### src/rtl/aac_pkg.sv
// ----------------------------------------------------------------------------
// aac_pkg
// Shared types and constants of the analog axis conditioner.
// ----------------------------------------------------------------------------
package aac_pkg;

	localparam int AXIS_W      = 11;  // axis values 0..1024, config registers
	localparam int COEFF_W     = 9;   // Q1.8 smoothing coefficient, up to 511
	localparam int COEFF_SHIFT = 8;
	localparam int CFG_IDX_W   = 3;

	localparam logic [AXIS_W-1:0]  FULL_SCALE     = 11'd1024;
	localparam logic [COEFF_W-1:0] FAST_COEFF     = 9'd230;
	localparam logic [AXIS_W-1:0]  RST_CAL_MAX    = 11'd1024;
	localparam logic [COEFF_W-1:0] RST_SLOW_COEFF = 9'd26;

	// configuration register indexes
	localparam logic [CFG_IDX_W-1:0] CFG_CAL_MIN    = 3'd0;
	localparam logic [CFG_IDX_W-1:0] CFG_CAL_MAX    = 3'd1;
	localparam logic [CFG_IDX_W-1:0] CFG_DZ_MIN     = 3'd2;
	localparam logic [CFG_IDX_W-1:0] CFG_DZ_MAX     = 3'd3;
	localparam logic [CFG_IDX_W-1:0] CFG_DZ_VALUE   = 3'd4;
	localparam logic [CFG_IDX_W-1:0] CFG_SLOW_COEFF = 3'd5;

	// divider operand source
	typedef enum logic {
		DIV_MAP,
		DIV_DZ
	} div_sel_t;

	typedef struct packed {
		logic     load;
		logic     div_start;
		div_sel_t div_sel;
		logic     map_eval;
		logic     shape_eval;
		logic     shape_fin;
		logic     filt_mul;
		logic     filt_upd;
	} aac_cmd_t;

	typedef struct packed {
		logic div_busy;
		logic dz_div;
	} aac_sts_t;

endpackage

### src/rtl/analog_axis_conditioner.sv
// ----------------------------------------------------------------------------
// analog_axis_conditioner
// Calibrates, deadzone-shapes and exponentially smooths one axis reading.
// ----------------------------------------------------------------------------
// One item is processed at a time. Each item uses the single shared
// restoring divider, one quotient bit per cycle, once for the calibration
// map and once more when the sample needs a rescale below or above the
// deadzone. The divider works on NUM_W = max(SAMPLE_BITS, 11) + 11 bits.
// A finished result waits in the output register while the next item is
// accepted; the block only stalls before writing a new result if the
// previous one has not yet been taken. Registers are written through
// cfg_we/cfg_index/cfg_data and should only change while no item is in work.
// ----------------------------------------------------------------------------
module analog_axis_conditioner #(
	parameter int SAMPLE_BITS   = 10,
	parameter int FRACTION_BITS = 8
) (
	input  logic                          clk,
	input  logic                          arst_n,
	input  logic                          cfg_we,
	input  logic [aac_pkg::CFG_IDX_W-1:0] cfg_index,
	input  logic [aac_pkg::AXIS_W-1:0]    cfg_data,
	input  logic                          in_valid,
	output logic                          in_ready,
	input  logic [SAMPLE_BITS-1:0]        raw_sample,
	output logic                          out_valid,
	input  logic                          out_ready,
	output logic [aac_pkg::AXIS_W-1:0]    axis_value,
	output logic [aac_pkg::AXIS_W-1:0]    shaped_sample
);

	import aac_pkg::*;

	aac_cmd_t cmd;
	aac_sts_t sts;

	aac_ctrl u_ctrl (
		.clk      (clk),
		.arst_n   (arst_n),
		.in_valid (in_valid),
		.in_ready (in_ready),
		.out_valid(out_valid),
		.out_ready(out_ready),
		.sts      (sts),
		.cmd      (cmd)
	);

	aac_dp #(
		.SAMPLE_BITS  (SAMPLE_BITS),
		.FRACTION_BITS(FRACTION_BITS)
	) u_dp (
		.clk          (clk),
		.arst_n       (arst_n),
		.cfg_we       (cfg_we),
		.cfg_index    (cfg_index),
		.cfg_data     (cfg_data),
		.raw_sample   (raw_sample),
		.cmd          (cmd),
		.sts          (sts),
		.axis_value   (axis_value),
		.shaped_sample(shaped_sample)
	);

endmodule

### src/rtl/aac_div.sv
// ----------------------------------------------------------------------------
// aac_div
// Unsigned restoring divider, one quotient bit per cycle.
// ----------------------------------------------------------------------------
module aac_div #(
	parameter int NUM_W = 22,
	parameter int DEN_W = 11
) (
	input  logic             clk,
	input  logic             arst_n,
	input  logic             start,
	input  logic [NUM_W-1:0] num,
	input  logic [DEN_W-1:0] den,
	output logic             busy,
	output logic [NUM_W-1:0] quot
);

	localparam int CNT_W = $clog2(NUM_W + 1);

	logic [CNT_W-1:0] cnt_q;
	logic [NUM_W-1:0] acc_q;
	logic [DEN_W-1:0] rem_q;
	logic [DEN_W-1:0] den_q;
	logic [DEN_W:0]   trial;
	logic [DEN_W:0]   diff;
	logic             ge;

	assign trial = {rem_q, acc_q[NUM_W-1]};
	assign ge    = trial >= {1'b0, den_q};
	assign diff  = trial - {1'b0, den_q};
	assign busy  = cnt_q != '0;
	assign quot  = acc_q;

	always_ff @(posedge clk or negedge arst_n) begin
		if (!arst_n) begin
			cnt_q <= '0;
		end else if (start) begin
			cnt_q <= CNT_W'(NUM_W);
		end else if (busy) begin
			cnt_q <= cnt_q - 1'b1;
		end
	end

	always_ff @(posedge clk) begin
		if (start) begin
			acc_q <= num;
			rem_q <= '0;
			den_q <= den;
		end else if (busy) begin
			// remainder stays below den, so the low DEN_W bits hold it
			rem_q <= ge ? diff[DEN_W-1:0] : trial[DEN_W-1:0];
			acc_q <= {acc_q[NUM_W-2:0], ge};
		end
	end

endmodule

### src/rtl/aac_dp.sv
// ----------------------------------------------------------------------------
// aac_dp
// Datapath: config registers, calibration map, deadzone shaping, smoothing
// filter and output registers. Sequenced by aac_ctrl.
// ----------------------------------------------------------------------------
module aac_dp #(
	parameter int SAMPLE_BITS   = 10,
	parameter int FRACTION_BITS = 8
) (
	input  logic                           clk,
	input  logic                           arst_n,
	input  logic                           cfg_we,
	input  logic [aac_pkg::CFG_IDX_W-1:0]  cfg_index,
	input  logic [aac_pkg::AXIS_W-1:0]     cfg_data,
	input  logic [SAMPLE_BITS-1:0]         raw_sample,
	input  aac_pkg::aac_cmd_t              cmd,
	output aac_pkg::aac_sts_t              sts,
	output logic [aac_pkg::AXIS_W-1:0]     axis_value,
	output logic [aac_pkg::AXIS_W-1:0]     shaped_sample
);

	import aac_pkg::*;

	localparam int MAG_W    = (SAMPLE_BITS > AXIS_W) ? SAMPLE_BITS : AXIS_W;
	localparam int NUM_W    = MAG_W + AXIS_W;
	localparam int SMOOTH_W = AXIS_W + FRACTION_BITS;
	localparam int PROD_W   = SMOOTH_W + COEFF_W;
	localparam logic [SMOOTH_W-1:0] FAST_THRESH = SMOOTH_W'(3) << (FRACTION_BITS - 1);
	localparam logic [SMOOTH_W-1:0] SMOOTH_TOP  = SMOOTH_W'(FULL_SCALE) << FRACTION_BITS;

	typedef enum logic [1:0] {
		SH_INSIDE,
		SH_BELOW,
		SH_ABOVE,
		SH_PASS
	} shape_t;

	// config registers
	logic [AXIS_W-1:0]  cal_min_q, cal_max_q, dz_min_q, dz_max_q, dz_value_q;
	logic [COEFF_W-1:0] slow_coeff_q;

	// item registers
	logic [SAMPLE_BITS-1:0] raw_q;
	logic                   map_neg_q;
	logic [AXIS_W-1:0]      v_q;
	shape_t                 shape_q;
	logic                   dz_neg_q;
	logic [NUM_W-1:0]       dz_num_q;
	logic [AXIS_W-1:0]      dz_den_q;
	logic [AXIS_W-1:0]      shaped_q;
	logic [PROD_W-1:0]      filt_prod_q;
	logic                   d_neg_q;
	logic [SMOOTH_W-1:0]    smoothed_q;
	logic [AXIS_W-1:0]      axis_q;
	logic [AXIS_W-1:0]      shaped_out_q;

	// divider
	logic [NUM_W-1:0]  div_num;
	logic [AXIS_W-1:0] div_den;
	logic              div_busy;
	logic [NUM_W-1:0]  div_quot;

	// calibration map
	logic [MAG_W-1:0]  raw_x, lo_x, map_mag;
	logic              raw_lt, cal_rev;
	logic [AXIS_W-1:0] cal_span;
	logic [NUM_W-1:0]  map_num;
	logic [AXIS_W-1:0] map_v;

	// deadzone
	shape_t              shape_v;
	logic [AXIS_W-1:0]   mul_a, mul_b, hi_span, dz_den_v;
	logic [2*AXIS_W-1:0] dz_prod;
	logic [AXIS_W-1:0]   dzv_sat, quot_sat, above_neg, shaped_v;
	logic [NUM_W:0]      above_sum;

	// filter
	logic [SMOOTH_W-1:0] target, d_mag, smooth_next;
	logic                d_neg;
	logic [COEFF_W-1:0]  coeff;
	logic [SMOOTH_W:0]   step;
	logic [SMOOTH_W+1:0] smooth_sum;

	always_ff @(posedge clk or negedge arst_n) begin
		if (!arst_n) begin
			cal_min_q    <= '0;
			cal_max_q    <= RST_CAL_MAX;
			dz_min_q     <= '0;
			dz_max_q     <= '0;
			dz_value_q   <= '0;
			slow_coeff_q <= RST_SLOW_COEFF;
		end else if (cfg_we) begin
			unique case (cfg_index)
				CFG_CAL_MIN:    cal_min_q    <= cfg_data;
				CFG_CAL_MAX:    cal_max_q    <= cfg_data;
				CFG_DZ_MIN:     dz_min_q     <= cfg_data;
				CFG_DZ_MAX:     dz_max_q     <= cfg_data;
				CFG_DZ_VALUE:   dz_value_q   <= cfg_data;
				CFG_SLOW_COEFF: slow_coeff_q <= cfg_data[COEFF_W-1:0];
				default: ;
			endcase
		end
	end

	// --- calibration map: |raw - lo| * 1025 / |hi - lo|, sign kept aside ---
	assign raw_x    = MAG_W'(raw_q);
	assign lo_x     = MAG_W'(cal_min_q);
	assign raw_lt   = raw_x < lo_x;
	assign map_mag  = raw_lt ? (lo_x - raw_x) : (raw_x - lo_x);
	assign map_num  = (NUM_W'(map_mag) << 10) + NUM_W'(map_mag);
	assign cal_rev  = cal_max_q < cal_min_q;
	assign cal_span = cal_rev ? (cal_min_q - cal_max_q) : (cal_max_q - cal_min_q);

	// negative quotients and equal bounds both end at zero after the clamp
	always_comb begin
		if (cal_min_q == cal_max_q || map_neg_q) begin
			map_v = '0;
		end else if (div_quot > NUM_W'(FULL_SCALE)) begin
			map_v = FULL_SCALE;
		end else begin
			map_v = div_quot[AXIS_W-1:0];
		end
	end

	always_comb begin
		unique case (cmd.div_sel)
			DIV_MAP: begin
				div_num = map_num;
				div_den = cal_span;
			end
			DIV_DZ: begin
				div_num = dz_num_q;
				div_den = dz_den_q;
			end
			default: begin
				div_num = map_num;
				div_den = cal_span;
			end
		endcase
	end

	aac_div #(
		.NUM_W(NUM_W),
		.DEN_W(AXIS_W)
	) u_div (
		.clk   (clk),
		.arst_n(arst_n),
		.start (cmd.div_start),
		.num   (div_num),
		.den   (div_den),
		.busy  (div_busy),
		.quot  (div_quot)
	);

	// --- deadzone classification and rescale operands ---
	always_comb begin
		priority if (v_q > dz_min_q && v_q < dz_max_q) begin
			shape_v = SH_INSIDE;
		end else if (v_q < dz_min_q) begin
			shape_v = SH_BELOW;
		end else if (v_q > dz_max_q) begin
			shape_v = SH_ABOVE;
		end else begin
			shape_v = SH_PASS;
		end
	end

	assign hi_span  = (dz_value_q > FULL_SCALE) ? (dz_value_q - FULL_SCALE)
	                                            : (FULL_SCALE - dz_value_q);
	assign mul_a    = (shape_v == SH_BELOW) ? v_q : (v_q - dz_max_q);
	assign mul_b    = (shape_v == SH_BELOW) ? dz_value_q : hi_span;
	assign dz_den_v = (shape_v == SH_BELOW) ? dz_min_q : (FULL_SCALE - dz_max_q);
	assign dz_prod  = (2*AXIS_W)'(mul_a) * (2*AXIS_W)'(mul_b);

	// --- deadzone result ---
	assign dzv_sat   = (dz_value_q > FULL_SCALE) ? FULL_SCALE : dz_value_q;
	assign quot_sat  = (div_quot > NUM_W'(FULL_SCALE)) ? FULL_SCALE
	                                                  : div_quot[AXIS_W-1:0];
	assign above_sum = (NUM_W+1)'(div_quot) + (NUM_W+1)'(dz_value_q);
	// quotient below dz_value here, so the low bits give the difference
	assign above_neg = dz_value_q - div_quot[AXIS_W-1:0];

	always_comb begin
		unique case (shape_q)
			SH_INSIDE: shaped_v = dzv_sat;
			SH_BELOW:  shaped_v = quot_sat;
			SH_ABOVE: begin
				if (dz_neg_q) begin
					if (div_quot >= NUM_W'(dz_value_q)) begin
						shaped_v = '0;
					end else begin
						shaped_v = (above_neg > FULL_SCALE) ? FULL_SCALE : above_neg;
					end
				end else begin
					shaped_v = (above_sum > (NUM_W+1)'(FULL_SCALE)) ? FULL_SCALE
					                                                : above_sum[AXIS_W-1:0];
				end
			end
			SH_PASS:   shaped_v = v_q;
			default:   shaped_v = v_q;
		endcase
	end

	// --- smoothing filter ---
	assign target = {shaped_q, {FRACTION_BITS{1'b0}}};
	assign d_neg  = target < smoothed_q;
	assign d_mag  = d_neg ? (smoothed_q - target) : (target - smoothed_q);
	assign coeff  = (d_mag > FAST_THRESH) ? FAST_COEFF : slow_coeff_q;
	assign step   = filt_prod_q[PROD_W-1:COEFF_SHIFT];
	assign smooth_sum = (SMOOTH_W+2)'(smoothed_q) + (SMOOTH_W+2)'(step);

	always_comb begin
		if (d_neg_q) begin
			if (step >= {1'b0, smoothed_q}) begin
				smooth_next = '0;
			end else begin
				smooth_next = smoothed_q - step[SMOOTH_W-1:0];
			end
		end else if (smooth_sum > (SMOOTH_W+2)'(SMOOTH_TOP)) begin
			smooth_next = SMOOTH_TOP;
		end else begin
			smooth_next = smooth_sum[SMOOTH_W-1:0];
		end
	end

	always_ff @(posedge clk or negedge arst_n) begin
		if (!arst_n) begin
			smoothed_q <= '0;
		end else if (cmd.filt_upd) begin
			smoothed_q <= smooth_next;
		end
	end

	always_ff @(posedge clk) begin
		if (cmd.load) begin
			raw_q <= raw_sample;
		end
		if (cmd.div_start && cmd.div_sel == DIV_MAP) begin
			map_neg_q <= raw_lt ^ cal_rev;
		end
		if (cmd.map_eval) begin
			v_q <= map_v;
		end
		if (cmd.shape_eval) begin
			shape_q  <= shape_v;
			dz_num_q <= NUM_W'(dz_prod);
			dz_den_q <= dz_den_v;
			dz_neg_q <= (shape_v == SH_ABOVE) && (dz_value_q > FULL_SCALE);
		end
		if (cmd.shape_fin) begin
			shaped_q <= shaped_v;
		end
		if (cmd.filt_mul) begin
			filt_prod_q <= PROD_W'(d_mag) * PROD_W'(coeff);
			d_neg_q     <= d_neg;
		end
		if (cmd.filt_upd) begin
			axis_q       <= smooth_next[SMOOTH_W-1:FRACTION_BITS];
			shaped_out_q <= shaped_q;
		end
	end

	assign sts.div_busy   = div_busy;
	assign sts.dz_div     = (shape_q == SH_BELOW) || (shape_q == SH_ABOVE);
	assign axis_value     = axis_q;
	assign shaped_sample  = shaped_out_q;

endmodule

### src/rtl/aac_ctrl.sv
// ----------------------------------------------------------------------------
// aac_ctrl
// Sequencer for one item at a time, plus the output valid flag.
// ----------------------------------------------------------------------------
module aac_ctrl (
	input  logic              clk,
	input  logic              arst_n,
	input  logic              in_valid,
	output logic              in_ready,
	output logic              out_valid,
	input  logic              out_ready,
	input  aac_pkg::aac_sts_t sts,
	output aac_pkg::aac_cmd_t cmd
);

	import aac_pkg::*;

	typedef enum logic [3:0] {
		ST_IDLE,
		ST_MAP,
		ST_MAP_WAIT,
		ST_CLAMP,
		ST_SHAPE,
		ST_DZ_DIV,
		ST_DZ_WAIT,
		ST_DZ_FIN,
		ST_FILT_MUL,
		ST_FILT_UPD
	} state_t;

	state_t state_q;
	logic   out_valid_q;
	logic   out_free;

	assign out_free = !out_valid_q || out_ready;

	always_ff @(posedge clk or negedge arst_n) begin
		if (!arst_n) begin
			state_q     <= ST_IDLE;
			out_valid_q <= 1'b0;
		end else begin
			// a new item replaces one taken in the same cycle
			if (state_q == ST_FILT_UPD && out_free) begin
				out_valid_q <= 1'b1;
			end else if (out_valid_q && out_ready) begin
				out_valid_q <= 1'b0;
			end
			unique case (state_q)
				ST_IDLE:     if (in_valid) state_q <= ST_MAP;
				ST_MAP:      state_q <= ST_MAP_WAIT;
				ST_MAP_WAIT: if (!sts.div_busy) state_q <= ST_CLAMP;
				ST_CLAMP:    state_q <= ST_SHAPE;
				ST_SHAPE:    state_q <= ST_DZ_DIV;
				ST_DZ_DIV:   state_q <= sts.dz_div ? ST_DZ_WAIT : ST_DZ_FIN;
				ST_DZ_WAIT:  if (!sts.div_busy) state_q <= ST_DZ_FIN;
				ST_DZ_FIN:   state_q <= ST_FILT_MUL;
				ST_FILT_MUL: state_q <= ST_FILT_UPD;
				ST_FILT_UPD: begin
					// hold until the output register can take the item
					if (out_free) begin
						state_q <= ST_IDLE;
					end
				end
				default:     state_q <= ST_IDLE;
			endcase
		end
	end

	assign in_ready  = state_q == ST_IDLE;
	assign out_valid = out_valid_q;

	always_comb begin
		cmd            = '0;
		cmd.div_sel    = (state_q == ST_MAP) ? DIV_MAP : DIV_DZ;
		cmd.load       = (state_q == ST_IDLE) && in_valid;
		cmd.div_start  = (state_q == ST_MAP) || ((state_q == ST_DZ_DIV) && sts.dz_div);
		cmd.map_eval   = state_q == ST_CLAMP;
		cmd.shape_eval = state_q == ST_SHAPE;
		cmd.shape_fin  = state_q == ST_DZ_FIN;
		cmd.filt_mul   = state_q == ST_FILT_MUL;
		cmd.filt_upd   = (state_q == ST_FILT_UPD) && out_free;
	end

endmodule
### config.mk
export PLATFORM = sky130hd
export DESIGN_NAME = analog_axis_conditioner
export DESIGN_NICKNAME = d
export VERILOG_FILES = /design/src/rtl/aac_pkg.sv /design/src/rtl/analog_axis_conditioner.sv /design/src/rtl/aac_div.sv /design/src/rtl/aac_dp.sv /design/src/rtl/aac_ctrl.sv
export SDC_FILE = /design/constraint.sdc
export NUM_CORES = 1
export LEC_CHECK = 0
export BUFFER_PORTS_ARGS = -buffer_cell sky130_fd_sc_hd__buf_2
export CORE_AREA = 2 2 216 218
export CTS_CLUSTER_SIZE = 10
export DETAILED_ROUTE_END_ITERATION = 10
export DIE_AREA = 0 0 218 220
export PLACE_DENSITY_LB_ADDON = 0.05
export RECOVER_POWER = 100
export SYNTH_ARGS = -nofsm -noshare
export SYNTH_HDL_FRONTEND = slang
export SYNTH_SLANG_ARGS = --single-unit
### constraint.sdc
create_clock -name clk -period 10.9 [get_ports clk]
set_input_delay 1.09 -clock clk [delete_from_list [all_inputs] [get_ports clk]]
set_output_delay 1.09 -clock clk [all_outputs]
set_load 0.005 [all_outputs]
==> flow_summary.toml <==
[sta]
min_period_ns = 10.19
fin_ws_ns = 0.711
fin_crit_sh = 0.935
drv_slew = 236
finClkSkew_ns = 0.0187
timing_hold_violations_final = 0
tightest_slew_ns = 4.09
relSlewSlack = -1.73
setup_viol = 0
setup_tns_ns = 0
max_freq_mhz = 98.1
rsz0062_at_grt = "no"

[placed_design]
dp_slack_ns = 0.969
place_congestion = 0.940
dp_hpwl_um = 60000
numPortBuffers = 52

[yosys]
syn-cell-area_sq_mm = 0.0272
ys_ff_latch = 249
synthFlopType = "edfxtp_1"
ys_types = 89
syn_inst = 3005
ys_seq_area_frac = 0.254
async_flop_share = 0.373
synth_edf_count = 145
syn_avg_cell_area_sq_um = 9.05
yosysWarningCount = 0

[cts]
clock_latency_ns = 0.57
h-tree-depth = 2
clkTransAtPathRegs_ns = 0.06
cts_tree = "done"
cts_resized = 0
post_cts_buffers = 0
hold_buffers = 0
clkSinkCount = 249
root_buffer = "clkbuf_16"
cts_buffers = 34
clock_path_buffers = 3

[drt]
antenna_left = 0
wl_per_cell_um = 20.5
drt_iter0_markers = 1544
vias = 21800
via_per_inst = 5.93
dr.pass1.iters = 6
wl_um = 75400
drc = 0

[floorplan]
die-area_sq_mm = 0.0480
die_h_um = 220
io_pins = 53
fp.coreArea_sq_mm = 0.0459
rows = 79
die_w_um = 218
start_util = 0.593

[global_route]
grt_pass1_wl_um = 120000
antenna_found_initial = 2
grt_max_degree = 74
overflow = 0
grt_use_total = 0.321
first_global_vias = 22000

[setup_path]
cpMaxStageDelayCell = "or4_1"
cp_common_cell = "fa_1"
worstSetupPathType = "flop to flop"
slowest_delay_ns = 0.66
critPathMaxFanout = 13
arrival_ns = 10.61
crit_required_ns = 11.32
setup.worst_path.start_class = "flop"
end_kind = "flop"

[cells_and_area]
layout_commonest_cell = "inv_1"
fin_util = 0.634
final_net_count = 3586
area_growth_pct = 7.03
layout_common_cells = "446 x inv_1, 298 x ha_1, 258 x nand2_1, 235 x nor2_1, 210 x fa_1"
drive_gt1_frac = 0.0517

[outcome]
violations = "capacitance limit, slew limit"
status = "finished, violations left"

[min_path]
holdCritPathClass = "flop to flop"

[flow_run]
maxCapViolations = 6
## metrics by stage
stage | hold WS, ns | instances | area, sq um
after floorplan | 0.431 | 3043 | 27300
after global placement | 0.443 | 3620 | 28200
after detailed placement | 0.468 | 3620 | 28200
after CTS | 0.427 | 3682 | 29200
after global routing | 0.479 | 3682 | 29100
final | 0.463 | 3683 | 29100
## state kept, by name, indices dropped and copies added, names as in the netlist, 19 cells and up
register and flops:
u_dp.dz_num_q 22, u_dp.u_div.quot 22, u_dp.filt_prod_q 20, u_dp.smoothed_q 19
## cell type report
class,count,area (sq um)
clock buffers,52,938
fillers,4010,16800
well taps,607,759
flip-flops and latches,249,6910
repair buffers,75,354
clock inverters,10,101
multi-input cells,2240,18300
inverters,449,1690
diodes,1,2.50
## synth_stat cells, drive strengths merged, types with 41 or more instances
cell type	instances	share of area
a21o	57	0.016
a21oi	145	0.027
clkbuf	91	0.013
dfrtp	89	0.082
edfxtp	145	0.16
fa	210	0.15
ha	298	0.14
inv	446	0.062
mux2	42	0.017
nand2	258	0.036
nand2b	41	0.0094
nand3	43	0.0079
nor2	236	0.033
nor3	70	0.013
o21ai	182	0.034
xnor2	117	0.038
## path summary, 6_finish.rpt
kind | start | end | slack, ns | cells after the start
min in group asynchronous | arst_n | u_dp.u_div.cnt_q[2]$_DFFE_PN0P_ | 0.86 | 1
hold reg to reg | u_dp.shaped_q[10]$_DFFE_PP_ | u_dp.shaped_sample[10]$_DFFE_PP_ | 0.46 | 0
setup / recovery | u_dp.smoothed_q[15]$_DFFE_PN0P_ | u_dp.filt_prod_q[22]$_DFFE_PP_ | 0.71 | 28
max in group asynchronous | arst_n | u_dp.cal_min_q[8]$_DFFE_PN0P_ | 5.45 | 2
setup reg to reg | u_dp.smoothed_q[15]$_DFFE_PN0P_ | u_dp.filt_prod_q[22]$_DFFE_PP_ | 0.71 | 28
hold / removal | u_dp.shaped_q[10]$_DFFE_PP_ | u_dp.shaped_sample[10]$_DFFE_PP_ | 0.46 | 0
## metal layers
metal | GRT usage | vias to the layer above | part of all wire
li1 | - | 10200 | -
met1 | 0.396 | 10700 | 0.40
met2 | 0.570 | 700 | 0.50
met3 | 0.0324 | 175 | 0.052
met4 | 0.141 | 0 | 0.046
met5 | 0 | - | 0
## cells by family (layout without fill, tap and decap cells)
family | Yosys count | count (layout) | share of synthesized area
simple gates | 823 | 823 | 0.143
compound gates | 633 | 633 | 0.152
buf+inv | 554 | 586 | 0.0770
fa+ha+maj | 508 | 508 | 0.292
flops | 249 | 249 | 0.254
xor+xnor | 154 | 154 | 0.0499
mux | 82 | 82 | 0.0326
other cells | 2 | 41 | 0.000276
## worst max-delay path, delay by kind of cell (launching register included)
family	cells	cell delay, ns
buf+inv	2	0.53
mux	1	0.55
simple gates	10	3.13
compound gates	8	2.22
fa+ha+maj	6	2.92
xor+xnor	1	0.26
flops	1	0.42
Power is left out: the tool's default activity adds up to more than one toggle a clock period on the data nets, which glitch-free logic cannot reach.
